### src/sv/qts_pkg.sv
`timescale 1ns / 1ps
package qts_pkg;

  localparam int DW        = 32;
  localparam int WW        = 64;
  localparam int PW        = 128;
  localparam int RAW       = 5;
  localparam int NREG      = 32;
  localparam int PCW       = 7;
  localparam int CNTW      = 8;
  localparam int STW       = 31;
  localparam int MUL_STEPS = 4;
  localparam int DIV_STEPS = 128;

  typedef enum logic [1:0] {
    OP_MUL = 2'd0,
    OP_DIV = 2'd1,
    OP_ADD = 2'd2,
    OP_END = 2'd3
  } op_t;

  localparam logic [RAW-1:0] R_P0  = 5'd0;
  localparam logic [RAW-1:0] R_V0  = 5'd1;
  localparam logic [RAW-1:0] R_A0  = 5'd2;
  localparam logic [RAW-1:0] R_P1  = 5'd3;
  localparam logic [RAW-1:0] R_V1  = 5'd4;
  localparam logic [RAW-1:0] R_A1  = 5'd5;
  localparam logic [RAW-1:0] R_T   = 5'd6;
  localparam logic [RAW-1:0] R_ST  = 5'd7;
  localparam logic [RAW-1:0] R_T2  = 5'd8;
  localparam logic [RAW-1:0] R_TV0 = 5'd9;
  localparam logic [RAW-1:0] R_TV1 = 5'd10;
  localparam logic [RAW-1:0] R_TA0 = 5'd11;
  localparam logic [RAW-1:0] R_TA1 = 5'd12;
  localparam logic [RAW-1:0] R_D3  = 5'd13;
  localparam logic [RAW-1:0] R_D4  = 5'd14;
  localparam logic [RAW-1:0] R_D5  = 5'd15;
  localparam logic [RAW-1:0] R_S1  = 5'd16;
  localparam logic [RAW-1:0] R_S2  = 5'd17;
  localparam logic [RAW-1:0] R_S3  = 5'd18;
  localparam logic [RAW-1:0] R_S4  = 5'd19;
  localparam logic [RAW-1:0] R_S5  = 5'd20;
  localparam logic [RAW-1:0] R_X   = 5'd21;
  localparam logic [RAW-1:0] R_Y   = 5'd22;
  localparam logic [RAW-1:0] R_Z   = 5'd23;
  localparam logic [RAW-1:0] R_TT  = 5'd24;
  localparam logic [RAW-1:0] R_POS = 5'd25;
  localparam logic [RAW-1:0] R_VEL = 5'd26;
  localparam logic [RAW-1:0] R_ACC = 5'd27;

  typedef struct packed {
    op_t              op;
    logic [RAW-1:0]   ra;
    logic [RAW-1:0]   rb;
    logic             imm_en;
    logic [5:0]       imm;
    logic [5:0]       sh;
    logic [RAW-1:0]   rd;
  } instr_t;

  typedef struct packed {
    logic [DW-1:0] p0;
    logic [DW-1:0] v0;
    logic [DW-1:0] a0;
    logic [DW-1:0] p1;
    logic [DW-1:0] v1;
    logic [DW-1:0] a1;
    logic [DW-1:0] tl;
    logic          invalid;
  } item_t;

  typedef struct packed {
    logic  valid;
    item_t item;
  } qhead_t;

  typedef struct packed {
    logic [WW-1:0] val;
    logic          clip;
  } fm_t;

  typedef struct packed {
    logic [DW-1:0] val;
    logic          clip;
  } fo_t;

  function automatic instr_t mk(input op_t op, input logic [RAW-1:0] ra,
                                input logic [RAW-1:0] rb, input logic imm_en,
                                input int imm, input int sh, input logic [RAW-1:0] rd);
    instr_t i;
    i.op     = op;
    i.ra     = ra;
    i.rb     = rb;
    i.imm_en = imm_en;
    i.imm    = 6'(imm);
    i.sh     = 6'(sh);
    i.rd     = rd;
    return i;
  endfunction

  function automatic instr_t i_mul(input logic [RAW-1:0] ra, input logic [RAW-1:0] rb,
                                   input int sh, input logic [RAW-1:0] rd);
    return mk(OP_MUL, ra, rb, 1'b0, 0, sh, rd);
  endfunction

  function automatic instr_t i_muli(input logic [RAW-1:0] ra, input int imm,
                                    input int sh, input logic [RAW-1:0] rd);
    return mk(OP_MUL, ra, ra, 1'b1, imm, sh, rd);
  endfunction

  function automatic instr_t i_div(input logic [RAW-1:0] ra, input logic [RAW-1:0] rb,
                                   input int sh, input logic [RAW-1:0] rd);
    return mk(OP_DIV, ra, rb, 1'b0, 0, sh, rd);
  endfunction

  function automatic instr_t i_add(input logic [RAW-1:0] ra, input logic [RAW-1:0] rb,
                                   input logic [RAW-1:0] rd);
    return mk(OP_ADD, ra, rb, 1'b0, 0, 0, rd);
  endfunction

  // fit of the boundary conditions, ratio powers, then the three outputs
  function automatic instr_t prog(input logic [PCW-1:0] pc);
    instr_t i;
    i = mk(OP_END, R_P0, R_P0, 1'b0, 0, 0, R_P0);
    case (pc)
      7'd0:  i = i_mul(R_T, R_T, 16, R_T2);
      7'd1:  i = i_mul(R_T, R_V0, 16, R_TV0);
      7'd2:  i = i_mul(R_T, R_V1, 16, R_TV1);
      7'd3:  i = i_mul(R_T2, R_A0, 16, R_TA0);
      7'd4:  i = i_mul(R_T2, R_A1, 16, R_TA1);
      7'd5:  i = i_muli(R_P0, -10, 0, R_X);
      7'd6:  i = i_muli(R_TV0, -6, 0, R_Y);
      7'd7:  i = i_add(R_X, R_Y, R_X);
      7'd8:  i = i_muli(R_P1, 10, 0, R_Y);
      7'd9:  i = i_add(R_X, R_Y, R_X);
      7'd10: i = i_muli(R_TV1, -4, 0, R_Y);
      7'd11: i = i_add(R_X, R_Y, R_X);
      7'd12: i = i_muli(R_TA0, -3, 0, R_Y);
      7'd13: i = i_add(R_TA1, R_Y, R_Y);
      7'd14: i = i_muli(R_Y, 1, 1, R_Y);
      7'd15: i = i_add(R_X, R_Y, R_D3);
      7'd16: i = i_muli(R_P0, 15, 0, R_X);
      7'd17: i = i_muli(R_TV0, 8, 0, R_Y);
      7'd18: i = i_add(R_X, R_Y, R_X);
      7'd19: i = i_muli(R_P1, -15, 0, R_Y);
      7'd20: i = i_add(R_X, R_Y, R_X);
      7'd21: i = i_muli(R_TV1, 7, 0, R_Y);
      7'd22: i = i_add(R_X, R_Y, R_X);
      7'd23: i = i_muli(R_TA0, 3, 0, R_Y);
      7'd24: i = i_muli(R_TA1, -2, 0, R_Z);
      7'd25: i = i_add(R_Y, R_Z, R_Y);
      7'd26: i = i_muli(R_Y, 1, 1, R_Y);
      7'd27: i = i_add(R_X, R_Y, R_D4);
      7'd28: i = i_muli(R_P0, -6, 0, R_X);
      7'd29: i = i_muli(R_TV0, -3, 0, R_Y);
      7'd30: i = i_add(R_X, R_Y, R_X);
      7'd31: i = i_muli(R_P1, 6, 0, R_Y);
      7'd32: i = i_add(R_X, R_Y, R_X);
      7'd33: i = i_muli(R_TV1, -3, 0, R_Y);
      7'd34: i = i_add(R_X, R_Y, R_X);
      7'd35: i = i_muli(R_TA0, -1, 0, R_Y);
      7'd36: i = i_add(R_TA1, R_Y, R_Y);
      7'd37: i = i_muli(R_Y, 1, 1, R_Y);
      7'd38: i = i_add(R_X, R_Y, R_D5);
      7'd39: i = i_div(R_ST, R_T, 32, R_S1);
      7'd40: i = i_mul(R_S1, R_S1, 32, R_S2);
      7'd41: i = i_mul(R_S2, R_S1, 32, R_S3);
      7'd42: i = i_mul(R_S3, R_S1, 32, R_S4);
      7'd43: i = i_mul(R_S4, R_S1, 32, R_S5);
      7'd44: i = i_mul(R_V0, R_ST, 16, R_Y);
      7'd45: i = i_add(R_P0, R_Y, R_POS);
      7'd46: i = i_mul(R_ST, R_ST, 16, R_TT);
      7'd47: i = i_mul(R_A0, R_TT, 17, R_Y);
      7'd48: i = i_add(R_POS, R_Y, R_POS);
      7'd49: i = i_mul(R_S3, R_D3, 32, R_Y);
      7'd50: i = i_add(R_POS, R_Y, R_POS);
      7'd51: i = i_mul(R_S4, R_D4, 32, R_Y);
      7'd52: i = i_add(R_POS, R_Y, R_POS);
      7'd53: i = i_mul(R_S5, R_D5, 32, R_Y);
      7'd54: i = i_add(R_POS, R_Y, R_POS);
      7'd55: i = i_mul(R_S2, R_D3, 32, R_Y);
      7'd56: i = i_muli(R_Y, 3, 0, R_X);
      7'd57: i = i_mul(R_S3, R_D4, 32, R_Y);
      7'd58: i = i_muli(R_Y, 4, 0, R_Y);
      7'd59: i = i_add(R_X, R_Y, R_X);
      7'd60: i = i_mul(R_S4, R_D5, 32, R_Y);
      7'd61: i = i_muli(R_Y, 5, 0, R_Y);
      7'd62: i = i_add(R_X, R_Y, R_X);
      7'd63: i = i_mul(R_A0, R_ST, 16, R_Y);
      7'd64: i = i_add(R_V0, R_Y, R_VEL);
      7'd65: i = i_div(R_X, R_T, 16, R_Y);
      7'd66: i = i_add(R_VEL, R_Y, R_VEL);
      7'd67: i = i_mul(R_S1, R_D3, 32, R_Y);
      7'd68: i = i_muli(R_Y, 6, 0, R_X);
      7'd69: i = i_mul(R_S2, R_D4, 32, R_Y);
      7'd70: i = i_muli(R_Y, 12, 0, R_Y);
      7'd71: i = i_add(R_X, R_Y, R_X);
      7'd72: i = i_mul(R_S3, R_D5, 32, R_Y);
      7'd73: i = i_muli(R_Y, 20, 0, R_Y);
      7'd74: i = i_add(R_X, R_Y, R_X);
      7'd75: i = i_div(R_X, R_T, 16, R_X);
      7'd76: i = i_div(R_X, R_T, 16, R_X);
      7'd77: i = i_add(R_A0, R_X, R_ACC);
      default: i = mk(OP_END, R_P0, R_P0, 1'b0, 0, 0, R_P0);
    endcase
    return i;
  endfunction

  // sign and 128-bit magnitude back to a saturated 64-bit value
  function automatic fm_t from_mag(input logic neg, input logic [PW-1:0] m);
    fm_t r;
    r.clip = 1'b0;
    if (!neg) begin
      if (m[PW-1:WW] != '0 || m[WW-1]) begin
        r.val  = {1'b0, {(WW-1){1'b1}}};
        r.clip = 1'b1;
      end else begin
        r.val = m[WW-1:0];
      end
    end else begin
      if (m[PW-1:WW] != '0 || (m[WW-1] && m[WW-2:0] != '0)) begin
        r.val  = {1'b1, {(WW-1){1'b0}}};
        r.clip = 1'b1;
      end else begin
        r.val = -m[WW-1:0];
      end
    end
    return r;
  endfunction

  function automatic fm_t sadd(input logic [WW-1:0] a, input logic [WW-1:0] b);
    fm_t r;
    logic [WW:0] s;
    s = {a[WW-1], a} + {b[WW-1], b};
    r.clip = s[WW] != s[WW-1];
    if (r.clip) begin
      r.val = s[WW] ? {1'b1, {(WW-1){1'b0}}} : {1'b0, {(WW-1){1'b1}}};
    end else begin
      r.val = s[WW-1:0];
    end
    return r;
  endfunction

  function automatic fo_t clip_dw(input logic [WW-1:0] x);
    fo_t r;
    r.clip = (x[WW-1:DW-1] != '0) && (x[WW-1:DW-1] != '1);
    if (r.clip) begin
      r.val = x[WW-1] ? {1'b1, {(DW-1){1'b0}}} : {1'b0, {(DW-1){1'b1}}};
    end else begin
      r.val = x[DW-1:0];
    end
    return r;
  endfunction

endpackage

### src/sv/qts_front.sv
`timescale 1ns / 1ps
module qts_front import qts_pkg::*; (
  input  logic          clk,
  input  logic          rst_n,
  input  logic          start,
  output logic          busy,
  input  logic [DW-1:0] in_start_position,
  input  logic [DW-1:0] in_start_velocity,
  input  logic [DW-1:0] in_start_acceleration,
  input  logic [DW-1:0] in_goal_position,
  input  logic [DW-1:0] in_goal_velocity,
  input  logic [DW-1:0] in_goal_acceleration,
  input  logic [DW-1:0] in_time_left,
  input  logic          pop,
  output qhead_t        head
);

  item_t      q_r [2];
  logic       wp_r, wp_nxt;
  logic       rp_r, rp_nxt;
  logic [1:0] cnt_r, cnt_nxt;
  logic       push;
  item_t      item;

  always_comb begin
    item.p0      = in_start_position;
    item.v0      = in_start_velocity;
    item.a0      = in_start_acceleration;
    item.p1      = in_goal_position;
    item.v1      = in_goal_velocity;
    item.a1      = in_goal_acceleration;
    item.tl      = in_time_left;
    // zero or negative time left goes straight to the goal state
    item.invalid = in_time_left[DW-1] || (in_time_left == '0);
  end

  assign busy = (cnt_r == 2'd2);
  assign push = start && !busy;

  always_comb begin
    wp_nxt  = push ? ~wp_r : wp_r;
    rp_nxt  = pop ? ~rp_r : rp_r;
    cnt_nxt = cnt_r + {1'b0, push} - {1'b0, pop};
  end

  always_ff @(posedge clk) begin
    if (!rst_n) begin
      wp_r  <= 1'b0;
      rp_r  <= 1'b0;
      cnt_r <= 2'd0;
    end else begin
      wp_r  <= wp_nxt;
      rp_r  <= rp_nxt;
      cnt_r <= cnt_nxt;
    end
  end

  always_ff @(posedge clk) begin
    if (push) begin
      q_r[wp_r] <= item;
    end
  end

  assign head.valid = (cnt_r != 2'd0);
  assign head.item  = q_r[rp_r];

endmodule

### config.mk
export PLATFORM = sky130hd
export DESIGN_NAME = qts_front
export DESIGN_NICKNAME = d
export VERILOG_FILES = /design/src/sv/qts_pkg.sv /design/src/sv/qts_front.sv
export SDC_FILE = /design/constraint.sdc
export NUM_CORES = 1
export LEC_CHECK = 0
export BUFFER_PORTS_ARGS = -buffer_cell sky130_fd_sc_hd__buf_2
export CAP_MARGIN = 20
export CORE_MARGIN = 2
export CORE_UTILIZATION = 40
export DETAILED_ROUTE_END_ITERATION = 6
export SETUP_SLACK_MARGIN = 0.5
export SKIP_LAST_GASP = 1
export SLEW_MARGIN = 0
export SYNTH_ARGS = -nofsm -noshare
export SYNTH_HDL_FRONTEND = slang
export SYNTH_SLANG_ARGS = --single-unit
export TNS_END_PERCENT = 5
### constraint.sdc
create_clock -name clk -period 7.61 [get_ports clk]
set_clock_uncertainty 0.15 [all_clocks]
set_input_delay 0.761 -clock clk [delete_from_list [all_inputs] [get_ports clk]]
set_output_delay 0.761 -clock clk [all_outputs]
set_load 0.01 [all_outputs]
**Yosys cells after proc, flatten, opt, wreduce, memory -nomap -nowiden**

Memory sizes are Yosys's and may differ from the RTL's. A register that Yosys moved wholly into a read port is not among the register bits.
Index checks and enable logic that the tools add are counted.

- Flip-flop bits (word level): 4
- Latch bits: 0
- Memory bits (writable): 450
- ROM bits: 0
- Input bits: 228
- Output and inout bits: 227
- Memories kept: 1

Memory list:

| memory | depth | bits a word | read ports | clocked after memory_dff | wr ports | line | RTL |
|---|---|---|---|---|---|---|---|
| q_r | 2 | 225 | 1 | 1 | 1 | qts_front.sv:18 | `item_t q_r [2];` |

- $add $sub $neg: 2
- Multipliers: 0
- Divide/modulo/power cells: 0
- Magnitude comparators: 0
- Eq/ne operators: 1
- Shift operators: 0
- Muxes and demuxes: 4
- Bitwise operators: 2
- Reductions and logical operators: 5

Operators with widths:

| kind | count |
|---|---|
| zero test 32 bit | 1 |
| 2-to-1 mux 1 bit | 4 |
| adder 2 x 1 -> 2 bit | 1 |
| == test 2 bit, second input constant | 1 |
| inverter 1 bit | 2 |
| nonzero test 2 bit | 1 |
| subtractor 2 x 1 -> 2 bit | 1 |
| logical AND 1 bit | 1 |
| zero test 1 bit | 1 |
| logical OR 1 bit | 1 |

**Logic depth before layout (Yosys ltp)**

- Word-level depth: 5
- Depth in mapped cells: 8
- Depth with buffers taken out: 8

**Least setup slack after synthesis**

Ideal clock, no wire load.

- Kind: input to register
- Start: input port start
- End: memory q_r[1][0] (netlist name), enable pin
- Data arrival time: 5.943 ns
- Setup slack: 0.901 ns
- Cell stages on the path: 1
- Cells stage by stage: and3_1

- Cells in the longest elaborated chain, start to end: 3

Ends and longest elaborated chain:

| item | line | RTL |
|---|---|---|
| start, declared | qts_front.sv:5 | `input logic start,` |
| logical AND 1 bit | qts_front.sv:38 | `assign push = start && !busy;` |
| 2-to-1 mux 1 bit | qts_front.sv:59 | `if (push) begin` |
| 2-to-1 mux 1 bit (implied by the code) | qts_front.sv:60 | `q_r[wp_r] <= item;` |
| end, declared | qts_front.sv:18 |  |

No other way between the ends.

==> impl_metrics.csv <==
group,metric,value,unit
worst_setup_path,crit_fanout,58,
timing,fin_crit_sh,52.82,%
global_route,antenna_found_initial,7,
yosys,syn_area,17140,µm²
yosys,yosys.area.top_type,"edfxtp_1",
global_route,grt_max_degree,129,
pwr,cellPowerDensity,300.9,nW/µm²
yosys,yosys.area.top_type_share,78.82,%
floorplan,start_util,40.69,%
global_route,use_met1,18.17,%
yosys,synth_fp_nets,967,
timing,setup_viol,0,
global_route,grt_pass1_vias,8781,
routing,drt_iter0_drc,465,
cells_and_area,instances_no_fill,1804,
clock_tree,clk_latency,0.55,ns
timing,max_freq,248.8,MHz
timing,grt_setup_unrepaired,"false",
timing,fin_setup_tns,0,ns
min_path,hold_class,"input port to flop",
routing,drc,0,
placement,portBuffers,454,
worst_setup_path,arrival,3.11,ns
global_route,grt.total_usage,15.65,%
global_route,busiest_layer,"met2",
floorplan,die_w,211.0,µm
routing,ant_nets,0,
routing,drt_wl_total,36360,µm
yosys,synth_seq_cells,455,
cells_and_area,final_nets,1452,
clock_tree,cts_resized,0,
floorplan,rows,75,
global_route,grt_pass1_wl,52100,µm
yosys,ys.flop_type,"edfxtp_1",
floorplan,fp.coreArea,42130,µm²
timing,period_needed,4.020,ns
yosys,synth.avg_cell_area,23.26,µm²
routing,vias,8495,
yosys,yosysMostFrequentCell,"edfxtp_1",
worst_setup_path,start_kind,"flop",
clock_tree,htree_levels,2,
global_route,grt.overflow.total,0,
clock_tree,cts_buffers,48,
yosys,yosys_warnings,0,
placement,dp_hpwl,24150,µm
timing,hold_viol,0,
pwr,p_leak,8.251,nW
run_status,status,"finished, final reports clean",
worst_setup_path,crit_type,"flop to output pin",
pwr,total_power,6.434,mW
clock_tree,clockRootBuffer,"clkbuf_16",
yosys,async_flop_share,0,%
cells_and_area,final_layout_size_suffix_gt1_share,59.17,%
clock_tree,cts_tree,"yes",
worst_setup_path,worst_setup_path_end_kind,"output pin",
yosys,synth_area_leaders,"edfxtp_1 (79%), mux2_4 (13%), mux2_2 (4.9%)",
worst_setup_path,r2r_setup_slack,4.32,ns
routing,first_pass_iters,5,
clock_tree,cts_setup_buffers,0,
clock_tree,clockBufferDepth,3,
timing,whs,0.2404,ns
job,cap_violations,0,
placement,dp.cells,1711,
timing,maxSlewHeadroom,29.15,%
timing,tightestPinTransition,1.063,ns
yosys,synth_cell_types,22,
global_route,grtUsageMet3,5.337,%
floorplan,io_pins,455,
floorplan,die_area,44530,µm²
global_route,grt_util_met2,26.86,%
yosys,netlist_instances,737,
yosys,synthTopCellsByCount,"edfxtp_1 (450), mux2_4 (150), mux2_2 (75), buf_6 (18), nor4_1 (8)",
routing,vias_per_cell,4.709,
placement,gp_congestion,0.7311,
routing,wl_per_cell,20.16,µm
clock_tree,ctsHoldBuffers,0,
clock_tree,clk_pin_slew,0.06,ns
clock_tree,cts_sinks,455,
worst_setup_path,required,6.70,ns
yosys,synth_edf_count,450,
timing,drv_slew,0,
pwr,ir_drop,0.3017,mV
cells_and_area,area_delta_synth_final,24.74,%
floorplan,chipHeight,211.0,µm
yosys,ys_seq_area_share,79.40,%
[sequential cells by signal, summed over array words and instances (netlist names), named ones only]
signal,flops
q_r,450
cnt_r,2
rp_r,1
wp_r,1
[critical path: stages (launching register included)]
cell	delay (ns)
dfxtp_4	0.90
buf_4	0.89
mux2_2	0.43
buf_2	0.14
[stage by stage]
step                worst slack [ns]  area [µm²]  util (%)
floorplan                     0.9015       17140         -
global placement               3.946       19940     47.32
detailed placement             3.957       19940     47.32
CTS                            3.530       21370     50.72
global route                   3.431       21380     50.73
finish                         3.590       21390     50.76
[where the power goes]
part | switching [mW] | internal (mW) | total [mW] | leakage, nW
logic | 0.572 | 0.483 | 1.06 | 3.32
registers | 0.0829 | 3.15 | 3.23 | 4.24
clock network | 0.899 | 1.25 | 2.15 | 0.694
[cell families (layout without fill, tap and decap cells)]
group / after synthesis / in the layout / synth area share, %
mux: 225 / 225 / 18.06
buf+inv: 30 / 552 / 1.496
other cells: 0 / 6 / 0
fa+ha+maj: 2 / 2 / 0.1459
compound gates: 3 / 3 / 0.1021
flops: 455 / 455 / 79.40
xor+xnor: 3 / 3 / 0.1533
simple gates: 19 / 19 / 0.6350
[per-layer routing]
metal,part of all wire [%],vias to the layer above
met1,39,4211
li1,-,3923
met3,8.1,59
met4,2.3,4
met5,0.074,-
met2,51,298
[final timing paths]
| check | start | to | cells past startpoint |
|---|---|---|---|
| min | in_goal_acceleration[13] | q_r[1][46]$_DFFE_PP_ | 1 |
| max reg2reg | cnt_r[0]$_SDFF_PN0_ | q_r[0][83]$_DFFE_PP_ | 5 |
| min reg2reg | wp_r$_SDFFE_PN0P_ | wp_r$_SDFFE_PN0P_ | 2 |
| max | flop | head[5] | 3 |
[area by class of cell]
type / instances / area (µm²)
clock buffers: 66 / 1290
multi-input cells: 252 / 3279
repair buffers: 460 / 2342
well taps: 539 / 674.4
flip-flops and latches: 455 / 13620
clock inverters: 21 / 141.4
diodes: 6 / 15.01
fillers: 3509 / 20750
inverters: 5 / 26.28
[placed cells by master, fill, tap and decap left out]
cell type / n
clkinv_2: 4
inv_6: 1
ha_1: 2
or2_2: 1
inv_1: 4
dfxtp_1: 4
o21ai_0: 1
diode_2: 6
a21oi_1: 1
xor2_1: 1
clkinv_1: 14
and3_4: 1
dfxtp_4: 1
nor4_1: 8
or3_1: 1
mux2_4: 150
buf_2: 454
clkbuf_16: 49
nor2_1: 3
nand4_1: 2
inv_8: 1
bufinv_16: 2
mux2_2: 75
and2_1: 1
xnor2_1: 2
nand2_1: 1
o21bai_1: 1
clkbuf_1: 17
edfxtp_1: 450
buf_4: 4
nand2b_1: 1
buf_12: 2
Note: power is estimated with default switching activity, not from simulation.
